`src/rtl/ptrs_pkg.sv`:
```
`timescale 1ns / 1ps

package ptrs_pkg;

    localparam int MAX_TASKS = 16;
    localparam int IDX_W     = (MAX_TASKS > 1) ? $clog2(MAX_TASKS) : 1;
    localparam int CNT_W     = $clog2(MAX_TASKS + 1);

    localparam logic [1:0] CMD_TICK     = 2'd0;
    localparam logic [1:0] CMD_ADD      = 2'd1;
    localparam logic [1:0] CMD_DISPATCH = 2'd2;

    localparam logic [1:0] ST_OK   = 2'd0;
    localparam logic [1:0] ST_FULL = 2'd1;
    localparam logic [1:0] ST_NONE = 2'd2;

    localparam logic [7:0] PEND_MAX = 8'hFF;

    typedef struct packed {
        logic [15:0] countdown;
        logic [15:0] reload_period;
        logic [7:0]  pending_releases;
    } entry_t;

    typedef struct packed {
        logic             en;
        logic [IDX_W-1:0] addr;
        entry_t           data;
    } tbl_wr_t;

    // slot index reported modulo 16
    function automatic logic [3:0] slot_field(input logic [IDX_W-1:0] idx);
        logic [63:0] wide;
        wide = 64'(idx);
        return wide[3:0];
    endfunction

endpackage

```
`src/rtl/ptrs_if.sv`:
```
`timescale 1ns / 1ps

interface ptrs_req_if;
    logic        valid;
    logic        ready;
    logic [1:0]  command;
    logic [15:0] period;
    logic [15:0] first_delay;

    modport source (output valid, command, period, first_delay, input ready);
    modport sink   (input valid, command, period, first_delay, output ready);
endinterface

interface ptrs_rsp_if;
    logic       valid;
    logic       ready;
    logic [1:0] status;
    logic [3:0] dispatched_task;

    modport source (output valid, status, dispatched_task, input ready);
    modport sink   (input valid, status, dispatched_task, output ready);
endinterface

```
`src/rtl/ptrs_table.sv`:
```
`timescale 1ns / 1ps

module ptrs_table (
    input  logic                        clk,
    input  ptrs_pkg::tbl_wr_t           wr,
    input  logic [ptrs_pkg::IDX_W-1:0]  rd_addr,
    output ptrs_pkg::entry_t            rd_data
);

    ptrs_pkg::entry_t mem [ptrs_pkg::MAX_TASKS];
    ptrs_pkg::entry_t rd_data_reg;

    always_ff @(posedge clk)
    begin
        if (wr.en)
        begin
            mem[wr.addr] <= wr.data;
        end
        rd_data_reg <= mem[rd_addr];
    end

    assign rd_data = rd_data_reg;

endmodule

```
`src/rtl/ptrs_alu.sv`:
```
`timescale 1ns / 1ps

module ptrs_alu (
    input  logic              dispatch,
    input  ptrs_pkg::entry_t  ent,
    output ptrs_pkg::entry_t  res,
    output logic              hit
);

    always_comb
    begin
        res = ent;
        hit = (ent.pending_releases != 8'd0);
        if (dispatch)
        begin
            if (hit)
            begin
                res.pending_releases = ent.pending_releases - 8'd1;
            end
        end
        else if (ent.countdown == 16'd0)
        begin
            if (ent.pending_releases != ptrs_pkg::PEND_MAX)
            begin
                res.pending_releases = ent.pending_releases + 8'd1;
            end
            res.countdown = ent.reload_period;
        end
        else
        begin
            res.countdown = ent.countdown - 16'd1;
        end
    end

endmodule

```
`src/rtl/ptrs_seq.sv`:
```
`timescale 1ns / 1ps

module ptrs_seq (
    input  logic                        clk,
    input  logic                        rst_n,
    ptrs_req_if.sink                    req,
    ptrs_rsp_if.source                  rsp,
    output ptrs_pkg::tbl_wr_t           wr,
    output logic [ptrs_pkg::IDX_W-1:0]  rd_addr,
    input  ptrs_pkg::entry_t            rd_data
);

    typedef enum logic [2:0] {
        S_IDLE = 3'b001,
        S_SCAN = 3'b010,
        S_DONE = 3'b100
    } state_t;

    state_t                        state_reg, state_next;
    logic [ptrs_pkg::CNT_W-1:0]    tc_reg, tc_next;
    logic [ptrs_pkg::IDX_W-1:0]    idx_reg, idx_next;
    logic                          disp_reg, disp_next;
    logic [1:0]                    res_status_reg, res_status_next;
    logic [ptrs_pkg::IDX_W-1:0]    res_slot_reg, res_slot_next;
    logic                          out_valid_reg, out_valid_next;
    logic [1:0]                    out_status_reg, out_status_next;
    logic [3:0]                    out_task_reg, out_task_next;

    ptrs_pkg::entry_t              alu_res;
    logic                          alu_hit;
    logic                          transfer;
    logic                          idx_last;

    ptrs_alu u_alu (
        .dispatch (disp_reg),
        .ent      (rd_data),
        .res      (alu_res),
        .hit      (alu_hit)
    );

    assign req.ready = (state_reg == S_IDLE);
    assign transfer  = req.valid && req.ready;
    assign idx_last  = ((ptrs_pkg::CNT_W'(idx_reg) + ptrs_pkg::CNT_W'(1)) == tc_reg);
    assign rd_addr   = (state_reg == S_SCAN) ? (idx_reg + ptrs_pkg::IDX_W'(1)) : '0;

    assign rsp.valid           = out_valid_reg;
    assign rsp.status          = out_status_reg;
    assign rsp.dispatched_task = out_task_reg;

    always_comb
    begin
        state_next      = state_reg;
        tc_next         = tc_reg;
        idx_next        = idx_reg;
        disp_next       = disp_reg;
        res_status_next = res_status_reg;
        res_slot_next   = res_slot_reg;
        out_valid_next  = out_valid_reg && !rsp.ready;
        out_status_next = out_status_reg;
        out_task_next   = out_task_reg;
        wr              = '0;

        unique case (state_reg)
            S_IDLE:
            begin
                if (transfer)
                begin
                    idx_next        = '0;
                    res_status_next = ptrs_pkg::ST_OK;
                    res_slot_next   = '0;
                    state_next      = S_DONE;
                    case (req.command)
                        ptrs_pkg::CMD_TICK:
                        begin
                            disp_next = 1'b0;
                            if (tc_reg != '0)
                            begin
                                state_next = S_SCAN;
                            end
                        end
                        ptrs_pkg::CMD_ADD:
                        begin
                            if (tc_reg < ptrs_pkg::CNT_W'(ptrs_pkg::MAX_TASKS))
                            begin
                                wr.en                    = 1'b1;
                                wr.addr                  = tc_reg[ptrs_pkg::IDX_W-1:0];
                                wr.data.countdown        = req.first_delay;
                                wr.data.reload_period    = req.period;
                                wr.data.pending_releases = 8'd0;
                                res_slot_next            = tc_reg[ptrs_pkg::IDX_W-1:0];
                                tc_next                  = tc_reg + ptrs_pkg::CNT_W'(1);
                            end
                            else
                            begin
                                res_status_next = ptrs_pkg::ST_FULL;
                            end
                        end
                        ptrs_pkg::CMD_DISPATCH:
                        begin
                            disp_next = 1'b1;
                            if (tc_reg != '0)
                            begin
                                state_next = S_SCAN;
                            end
                            else
                            begin
                                res_status_next = ptrs_pkg::ST_NONE;
                            end
                        end
                        default:
                        begin
                            res_status_next = ptrs_pkg::ST_OK;
                        end
                    endcase
                end
            end
            S_SCAN:
            begin
                // rd_data holds the entry at idx_reg
                wr.addr = idx_reg;
                wr.data = alu_res;
                if (disp_reg)
                begin
                    if (alu_hit)
                    begin
                        wr.en         = 1'b1;
                        res_slot_next = idx_reg;
                        state_next    = S_DONE;
                    end
                    else if (idx_last)
                    begin
                        res_status_next = ptrs_pkg::ST_NONE;
                        state_next      = S_DONE;
                    end
                    else
                    begin
                        idx_next = idx_reg + ptrs_pkg::IDX_W'(1);
                    end
                end
                else
                begin
                    wr.en = 1'b1;
                    if (idx_last)
                    begin
                        state_next = S_DONE;
                    end
                    else
                    begin
                        idx_next = idx_reg + ptrs_pkg::IDX_W'(1);
                    end
                end
            end
            S_DONE:
            begin
                if (!out_valid_reg || rsp.ready)
                begin
                    out_valid_next  = 1'b1;
                    out_status_next = res_status_reg;
                    out_task_next   = ptrs_pkg::slot_field(res_slot_reg);
                    state_next      = S_IDLE;
                end
            end
            default:
            begin
                state_next = S_IDLE;
            end
        endcase
    end

    always_ff @(posedge clk or negedge rst_n)
    begin
        if (!rst_n)
        begin
            state_reg     <= S_IDLE;
            tc_reg        <= '0;
            out_valid_reg <= 1'b0;
        end
        else
        begin
            state_reg     <= state_next;
            tc_reg        <= tc_next;
            out_valid_reg <= out_valid_next;
        end
    end

    always_ff @(posedge clk)
    begin
        idx_reg        <= idx_next;
        disp_reg       <= disp_next;
        res_status_reg <= res_status_next;
        res_slot_reg   <= res_slot_next;
        out_status_reg <= out_status_next;
        out_task_reg   <= out_task_next;
    end

endmodule

```
`src/rtl/periodic_task_release_scheduler.sv`:
```
// Channel  Dir  Payload                              Transfer
// req      in   command, period, first_delay         valid && ready
// rsp      out  status, dispatched_task              valid && ready
//
// Tick and dispatch walk the task table one slot per cycle through the shared
// update unit. Add and unused commands skip the walk. req.ready is high only
// when idle. A finished result sits in the output register; a new command is
// taken while it waits, and the next result holds until rsp drains.
// Reset empties the table at once (task count to zero); no clearing pass.
`timescale 1ns / 1ps

module periodic_task_release_scheduler (
    input  logic        clk,
    input  logic        rst_n,
    ptrs_req_if.sink    req,
    ptrs_rsp_if.source  rsp
);

    ptrs_pkg::tbl_wr_t                tbl_wr;
    logic [ptrs_pkg::IDX_W-1:0]       tbl_rd_addr;
    ptrs_pkg::entry_t                 tbl_rd_data;

    ptrs_table u_table (
        .clk     (clk),
        .wr      (tbl_wr),
        .rd_addr (tbl_rd_addr),
        .rd_data (tbl_rd_data)
    );

    ptrs_seq u_seq (
        .clk     (clk),
        .rst_n   (rst_n),
        .req     (req),
        .rsp     (rsp),
        .wr      (tbl_wr),
        .rd_addr (tbl_rd_addr),
        .rd_data (tbl_rd_data)
    );

endmodule

```
`src/flat_wrapper.sv`:
```
// flat-port wrapper written by rule: the top's interface ports become plain ports
module periodic_task_release_scheduler_flat 
  (clk, rst_n, req_valid, req_command, req_period, req_first_delay, req_ready, rsp_valid, rsp_status, rsp_dispatched_task, rsp_ready);
  ptrs_req_if req_i ();
  ptrs_rsp_if rsp_i ();
  input  logic clk;
  input  logic rst_n;
  input wire logic [$bits(req_i.valid)-1:0] req_valid;
  input wire logic [$bits(req_i.command)-1:0] req_command;
  input wire logic [$bits(req_i.period)-1:0] req_period;
  input wire logic [$bits(req_i.first_delay)-1:0] req_first_delay;
  output wire logic [$bits(req_i.ready)-1:0] req_ready;
  output wire logic [$bits(rsp_i.valid)-1:0] rsp_valid;
  output wire logic [$bits(rsp_i.status)-1:0] rsp_status;
  output wire logic [$bits(rsp_i.dispatched_task)-1:0] rsp_dispatched_task;
  input wire logic [$bits(rsp_i.ready)-1:0] rsp_ready;
  assign req_i.valid = req_valid;
  assign req_i.command = req_command;
  assign req_i.period = req_period;
  assign req_i.first_delay = req_first_delay;
  assign req_ready = req_i.ready;
  assign rsp_valid = rsp_i.valid;
  assign rsp_status = rsp_i.status;
  assign rsp_dispatched_task = rsp_i.dispatched_task;
  assign rsp_i.ready = rsp_ready;
  periodic_task_release_scheduler u_core (.clk(clk), .rst_n(rst_n), .req(req_i), .rsp(rsp_i));
endmodule
```
`config.mk`:
```
export PLATFORM = sky130hd
export DESIGN_NAME = periodic_task_release_scheduler_flat
export DESIGN_NICKNAME = d
export VERILOG_FILES = /design/src/rtl/ptrs_pkg.sv /design/src/rtl/ptrs_if.sv /design/src/rtl/ptrs_table.sv /design/src/rtl/ptrs_alu.sv /design/src/rtl/ptrs_seq.sv /design/src/rtl/periodic_task_release_scheduler.sv /design/src/flat_wrapper.sv
export SDC_FILE = /design/constraint.sdc
export NUM_CORES = 1
export LEC_CHECK = 0
export ABC_AREA = 1
export BUFFER_PORTS_ARGS = -buffer_cell sky130_fd_sc_hd__buf_2
export CORE_UTILIZATION = 30
export CTS_BUF_LIST = sky130_fd_sc_hd__clkbuf_8
export CTS_CLUSTER_DIAMETER = 200
export CTS_CLUSTER_SIZE = 16
export DETAILED_ROUTE_END_ITERATION = 10
export GPL_TIMING_DRIVEN = 0
export PLACE_DENSITY = 0.54
export REMOVE_ABC_BUFFERS = 1
export SLEW_MARGIN = 25
export SYNTH_ARGS = -nofsm -noshare
export SYNTH_HDL_FRONTEND = slang
export SYNTH_HIERARCHICAL = 1
export SYNTH_SLANG_ARGS = --single-unit
```
`constraint.sdc`:
```
create_clock -name clk -period 3.8 [get_ports clk]
set_clock_uncertainty 0.15 [all_clocks]
set_input_delay 0.38 -clock clk [delete_from_list [all_inputs] [get_ports clk]]
set_output_delay 0.38 -clock clk [all_outputs]
set_load 0.02 [all_outputs]
```
; ---- Word level (Yosys, flattened, before mapping)
; Memory sizes are Yosys's and may differ from the RTL's. A register that Yosys moved wholly into a read port is not among the register bits.
; Index checks and enable logic that the tools add are counted.
[word_totals]
regBits = 26
mem_bits_rw = 640
inputBits = 38
out_inout_bits = 8
elab_cells = 95
n_memories = 1
[op_classes]
addsub = 6
n_lt_le_gt_ge = 1
n_eq_ne = 14
muxes = 45
reduce_logical = 19
[memory_table]
columns = name, depth, width, read_ports, rd_ports_with_merged_regs, wr, line_no
row1 = u_core.u_table.mem, 16, 40, 1, 1, 1, ptrs_table.sv:10  ; ptrs_pkg::entry_t mem [ptrs_pkg::MAX_TASKS];
[op_table]
columns = operator, count
row1 = $mux 45, 3
row2 = $pmux 45 s2, 1
row3 = $mux 4, 10
row4 = $mux 16, 2
row5 = $mux 8, 4
row6 = $mux 3, 7
row7 = $logic_not 16->1, 1
row8 = $pmux 4 s2, 2
row9 = $sub 16x1->16 const B, 1
row10 = $mux 2, 5
row11 = $ne 2x2->1 const B, 5
row12 = $pmux 3 s3, 1
row13 = $add 8x1->8 const B, 1
row14 = $ne 8x8->1 const B, 1
row15 = $pmux 2 s2, 2
row16 = $reduce_and 4->1, 2
row17 = $reduce_bool 8->1, 1
row18 = $sub 8x1->8 const B, 1
row19 = $mux 1, 7
row20 = $reduce_and 3->1, 2
row21 = $add 4x1->5 const B, 1
row22 = $add 5x1->5 const B, 1
row23 = $eq 5x5->1, 1
row24 = $lt 5x5->1 const B, 1
row25 = other kinds (18), 22

; ---- Depth between registers and ports, before layout
; Gate-level depths: netlist of run 1.
[logic_depth]
word_depth = 7
depth_mapped = 15
mapped_depth_nobuf = 12

; ---- Cells and area by module
; Netlist of run 1, hierarchy kept.
[by_module_without_submodules]
columns = module, instances, cells_per_inst, area_each_um2
row1 = ptrs_table, 1, 2643, 28318.4
row2 = ptrs_seq, 1, 214, 1833.0
row3 = ptrs_alu, 1, 318, 1545.2

; ---- Worst setup path after synthesis of run 1
; No wires, ideal clock.
[synth_timing]
path_type = reg-to-reg
from = reg u_core.u_seq.state_reg[0]
to = mem u_core/u_table/mem[15][0] (netlist bit), enable pin
setup_time_ns = 0.438
t_arrival_ns = 3.224
slack_ns = -0.012
stages_incl_launch_ff = 9
n_path_buf = 0
synth_period_minus_slack_ns = 3.812
cell_sequence = dfstp_2 nand3_2 inv_2 nand2_4 nor2_8 inv_4 o21ai_0 nand2_1 nor2_1
[synth_lines]
columns = element, line_no
row1 = "start, declared", ptrs_seq.sv:19  ; state_t state_reg, state_next;
row2 = "start signal, assigned", ptrs_seq.sv:180  ; state_reg <= state_next;
row3 = "end, declared", ptrs_table.sv:10

==> results.json, run 1 <==
{
  "ff2ff_setup_slack_ps": 230,
  "post-place-ws_ps": -450,
  "fp.dieH_um": 327,
  "ir_drop_mv": 0.259,
  "rsz0062_at_grt": "false",
  "ys_warn_count": 6,
  "fin_crit_ps": 3620,
  "nNetsFinal": 3265,
  "placedCellCount": 4522,
  "drv_cap": 0,
  "synth_edf_count": 657,
  "required_ps": 4050,
  "timing.rr.start": "u_core/u_seq/tc_reg[4]$_DFFE_PN0P_",
  "chipWidth_um": 327,
  "grt_pass1_wl_mm": 127,
  "cts_buffer_depth": 3,
  "grt.overflow.total": 0,
  "cts_buffers": 50,
  "io_pins": 46,
  "largest_register_ffs": 640,
  "cts_tree": "built",
  "ant_nets": 0,
  "postLayoutSetupSlackWorst_ps": 182,
  "dr.pass1.iters": 5,
  "yosysTopAreaCellShare_pct": 62.2,
  "hold_viol_final": 0,
  "synth_seq_cells": 706,
  "place_area_um2": 34900,
  "clk_pin_slew_worst_paths_ps": 100,
  "hold-path-endpoint": "u_core/u_table/mem[6][21]$_DFFE_PP_",
  "critical_path_peak_fanout": 15,
  "slew_headroom_pct": 37.9,
  "grt_max_degree": 139,
  "vias": 21200,
  "gp_congestion": 0.779,
  "setup_viol": 0,
  "dp.final_hpwl_mm": 53.2,
  "drt_iter0_drc": 1737,
  "final_area_um2": 35900,
  "place.port_buffers": 45,
  "hp-class": "input pin to register",
  "via_per_inst": 4.57,
  "syn-mean-instance-area_um2": 9.98,
  "ys.flop_type": "edfxtp_1",
  "fin_crit_sh_pct": 95.2,
  "finalMaxSlewViolations": 0,
  "h-tree-depth": 2,
  "ys_top_cells_by_area": "edfxtp_1 (62%), nand2_1 (12%), nand3_1 (8.4%)",
  "async_reset_ff_share_pct": 1.27,
  "synth_top_area_cell": "edfxtp_1",
  "p_per_area_nw_per_um2": 400,
  "start_kind": "input pin",
  "routedWlPerCell_um": 18.5,
  "seq_area_frac_synth_pct": 65.5,
  "insertion_delay_ps": 730,
  "reg2reg_depth": 8,
  "fmax_ghz": 0.276,
  "area_growth_pct": 13.4,
  "die_area_um2": 107000,
  "core_area_um2": 104000,
  "finalSetupTns_ps": 0,
  "reg2reg_to": "u_core/u_table/mem[7][8]$_DFFE_PP_",
  "ys_types": 45,
  "wl_mm": 85.7,
  "stdcell_count": 4641,
  "syn_inst": 3175,
  "antenna_found_initial": 4,
  "num_rows": 118,
  "drive_gt1_share_pct": 8.11,
  "min_from": "req_period[13]",
  "worstSetupPathType": "input pin to register",
  "cts-root-buf": "clkbuf_8",
  "grt_pass1_vias": 19900,
  "cp.arrival_ps": 3870,
  "max_slew.worst_pin.slew_ps": 929,
  "cts.sinks": 706,
  "syn_area_um2": 31700,
  "endpoint_kind": "register",
  "drcViolationCount": 0,
  "p_leak_nw": 15.4,
  "grtUsageTotal_pct": 15.8,
  "hold_depth": 2,
  "start_util_pct": 30.5,
  "status": "finished clean",
  "fillers": 10300
}
==> per-stage QoR <==
step / total power [mW] / util, % / hold WS, ps
final: 14.4 / 34.5 / 188
after global routing: 15.0 / 34.5 / 166
after CTS: 14.5 / 34.5 / 127
after detailed placement: 10.8 / 33.5 / 105
after global placement: 10.8 / 31.3 / 106
after floorplan: 10.1 / - / -65.6
==> worst max-delay path by stage <==
stage,endpoint,slack (ps),cells after the start,start
after CTS,u_core/u_table/mem[15][17]$_DFFE_PP_,50,10,u_core/u_seq/tc_reg[4]$_DFFE_PN0P_
after detailed placement,u_core/u_table/mem[11][17]$_DFFE_PP_,-450,12,req_command[1]
final,u_core/u_table/mem[7][8]$_DFFE_PP_,180,11,req_command[1]
after floorplan,u_core/u_table/rd_data[39]$_DFF_P_,-15100,9,u_core/u_seq/state_reg[2]$_DFFE_PN0P_
after global routing,u_core/u_table/mem[7][15]$_DFFE_PP_,30,11,req_command[1]
after global placement,u_core/u_table/rd_data[33]$_DFF_P_,-39010,9,u_core/u_seq/state_reg[2]$_DFFE_PN0P_
==> where the power goes <==
group | switching (mW) | internal (mW) | leakage (nW) | total, mW
sequential | 0.198 | 8.69 | 6.12 | 8.89
combinational | 1.18 | 0.573 | 8.67 | 1.75
clock | 2.49 | 1.26 | 0.586 | 3.75
==> what timing repair did <==
action,4_1_cts,5_1_grt
endpoints found under the setup margin,156,57
endpoints found under the hold margin,16,0
cloned,1,0
resized for setup,1,0
hold buffers,8,0
pin swaps,5,4
setup buffers,7,7
==> cells by family (layout without fill, tap and decap cells) <==
family	after synthesis	in the layout	synth area share [%]
AOI/OAI and AO/OA	68	68	1.59
and+or+nand+nor	1661	1662	22.4
xor gates and xnor gates	8	8	0.221
adders and majority gates	10	10	0.395
buffers and inverters	722	803	9.92
DFF	706	706	65.5
other	0	4	0
==> cells in the mapped netlist, drive strengths merged, types with 7 or more instances <==
| library cell | n |
|---|---|
| buf | 144 |
| nand3 | 536 |
| dfxtp | 40 |
| nand4 | 8 |
| or2 | 7 |
| a22o | 32 |
| a21oi | 8 |
| clkbuf | 20 |
| nand2 | 1034 |
| dfrtp | 8 |
| o21ai | 19 |
| nor2 | 67 |
| inv | 557 |
| edfxtp | 657 |
| ha | 10 |
==> placed cells by master (no fill, tap or decap), types with 10 or more instances in the layout <==
cell type / count
dfxtp_1: 40
buf_4: 14
nor2_1: 33
nor2_4: 25
ha_1: 10
edfxtp_1: 657
buf_12: 25
nand2_1: 1028
clkbuf_8: 50
a22o_1: 32
nand3_1: 533
buf_16: 52
inv_1: 585
buf_2: 45
o21ai_0: 15
==> worst max-delay path, cell delays in order <==
cell,delay [ps]
dlygate4sd3_1,540
buf_2,130
inv_1,70
ha_1,180
nand2_1,370
inv_1,220
nand2_1,90
o21ai_0,430
nand3b_1,470
nor2_4,700
buf_12,270
==> cell type report <==
cell class              count  area (µm²)  area share (%)
diodes                      4        10.0          0.0278
well taps                1380        1730            4.80
flip-flops and latches    706       20800            57.7
repair buffers            153        2470            6.88
multi-input cells        1748        7970            22.2
clock inverters            42         190           0.529
clock buffers              50         688            1.91
inverters                 558        2140            5.95
==> metal layers <==
metal | vias up | track usage, % | share of wire [%]
met1 | 10200 | 20.4 | 43
met5 | - | 0 | 0.053
li1 | 10300 | - | -
met4 | 6 | 5.78 | 3.4
met2 | 576 | 27.0 | 48
met3 | 163 | 2.24 | 5.0
Power figures use the tool's default switching activity.
==> run 2, diff against run 1 <==
--- a/config.mk
+++ b/config.mk
@@ -8,7 +8,7 @@
 export ABC_AREA = 1
 export BUFFER_PORTS_ARGS = -buffer_cell sky130_fd_sc_hd__buf_2
 export CORE_UTILIZATION = 30
-export CTS_BUF_LIST = sky130_fd_sc_hd__clkbuf_8
+export CTS_BUF_LIST = sky130_fd_sc_hd__clkbuf_8 sky130_fd_sc_hd__clkbuf_16
 export CTS_CLUSTER_DIAMETER = 200
 export CTS_CLUSTER_SIZE = 16
 export DETAILED_ROUTE_END_ITERATION = 10
==> results.json, run 2 (synthesis results as in run 1) <==
{
  "antenna_cells": 0,
  "drt_iter0_drc": 1686,
  "grt.overflow.total": 0,
  "hp-class": "input pin to register",
  "fin_crit_ps": 3560,
  "endpoint_kind": "register",
  "fmax_ghz": 0.281,
  "hold_depth": 3,
  "fp.dieH_um": 327,
  "reg2reg_to": "u_core/u_table/mem[14][16]$_DFFE_PP_",
  "clk_pin_slew_worst_paths_ps": 80,
  "cts.sinks": 706,
  "cp.arrival_ps": 3750,
  "ff2ff_setup_slack_ps": 240,
  "fin_crit_sh_pct": 93.7,
  "grtUsageTotal_pct": 15.9,
  "setup.worst_path.end": "u_core/u_table/mem[14][16]$_DFFE_PP_",
  "drv_cap": 0,
  "wl_mm": 85.6,
  "timing.hold.ws_ps": 88.4,
  "grt_pass1_wl_mm": 127,
  "largest_register_ffs": 640,
  "worstSetupPathType": "register to register",
  "nNetsFinal": 3257,
  "drcViolationCount": 0,
  "drive_gt1_share_pct": 7.97,
  "die_area_um2": 107000,
  "gp_congestion": 0.779,
  "ant_nets": 0,
  "cts_tree": "built",
  "place_area_um2": 34900,
  "dp.final_hpwl_mm": 53.2,
  "insertion_delay_ps": 640,
  "finalMaxSlewViolations": 0,
  "setup_viol": 0,
  "cts-root-buf": "clkbuf_16",
  "via_per_inst": 4.59,
  "place.port_buffers": 45,
  "slew_headroom_pct": 36.8,
  "chipWidth_um": 327,
  "finalPower_mw": 15.7,
  "start_kind": "register",
  "p_per_area_nw_per_um2": 432,
  "start_util_pct": 30.5,
  "routedWlPerCell_um": 18.5,
  "final_common_cell": "nand2_1",
  "io_pins": 46,
  "cts_buffers": 50,
  "ir_drop_mv": 0.361,
  "crit_path_start": "u_core/u_seq/tc_reg[4]$_DFFE_PN0P_",
  "num_rows": 118,
  "p_leak_nw": 15.6,
  "h-tree-depth": 2,
  "fin_util_pct": 35.0,
  "fillers": 10200,
  "finalSetupTns_ps": 0,
  "final_cell_mix": "nand2_1 (1028), edfxtp_1 (657), inv_1 (585)",
  "status": "finished clean",
  "core_area_um2": 104000,
  "max_slew.worst_pin.slew_ps": 944,
  "timing.rr.start": "u_core/u_seq/tc_reg[4]$_DFFE_PN0P_",
  "area_growth_pct": 15.0,
  "antenna_found_initial": 3,
  "reg2reg_depth": 10,
  "critical_path_peak_fanout": 10,
  "cts_buffer_depth": 3,
  "required_ps": 3990,
  "dr.pass1.iters": 6,
  "hold_viol_final": 0,
  "grt_max_degree": 139,
  "grt_pass1_vias": 19900,
  "vias": 21200,
  "final_area_um2": 36500
}
-- run 2: cell type report --
cell class | instances | area (µm²) | area share (%)
Sequential cell | 706 | 20800 | 56.9
Multi-Input combinational cell | 1748 | 7970 | 21.8
Timing Repair Buffer | 145 | 2410 | 6.60
Inverter | 558 | 2140 | 5.86
Tap cell | 1380 | 1730 | 4.74
Clock buffer | 50 | 1250 | 3.43
Clock inverter | 42 | 215 | 0.590
-- run 2: per-layer routing --
| layer | vias up | track usage (%) | routed length, µm |
|---|---|---|---|
| met5 | - | 0 | 45 |
| met4 | 6 | 5.43 | 2540 |
| met1 | 10200 | 20.4 | 36800 |
| li1 | 10300 | - | - |
| met3 | 152 | 2.20 | 4230 |
| met2 | 555 | 27.2 | 42000 |
-- run 2: how the worst min path moves through the flow --
stage                              start                                    end  slack [ps]
after floorplan                    rst_n       u_core/u_seq/rsp.valid$_DFF_PN0_         -70
after global placement             rst_n     u_core/u_seq/tc_reg[2]$_DFFE_PN0P_         110
after detailed placement           rst_n     u_core/u_seq/tc_reg[4]$_DFFE_PN0P_         100
after CTS                          rst_n  u_core/u_seq/state_reg[0]$_DFFE_PN1P_          50
after global routing               rst_n  u_core/u_seq/state_reg[0]$_DFFE_PN1P_          90
final                     req_command[0]        u_core/u_seq/disp_reg$_DFFE_PP_          90
-- run 2: repair_timing --
action / 4_1_cts / 5_1_grt
setup endpoints to repair: 164 / 30
resized for setup: 1 / 0
buffers inserted: 6 / 3
cloned: 1 / 0
hold buffers: 5 / 0
pin swaps: 3 / 3
hold endpoints to repair: 13 / 0
-- run 2: worst max-delay path, cell delays in order, from the launching register on --
cell and delay [ps]:
dfrtp_1 420, inv_2 100, nand2_1 330, inv_1 170
nand2_1 80, o21ai_0 450, nand3_1 470, nor2_4 520
buf_16 220, buf_16 170, buf_16 160
-- run 2: stage by stage --
step | setup WS, ps | std cells
after floorplan | -15100 | 3011
after global placement | -39010 | 4436
after detailed placement | -450 | 4522
after CTS | 46.7 | 4626
after global routing | -126 | 4629
final | 241 | 4629
-- run 2: power breakdown --
| part | leakage [nW] | switching (mW) | internal (mW) |
|---|---|---|---|
| registers | 6.12 | 0.199 | 8.69 |
| clock network | 0.852 | 2.68 | 2.42 |
| logic | 8.63 | 1.18 | 0.572 |
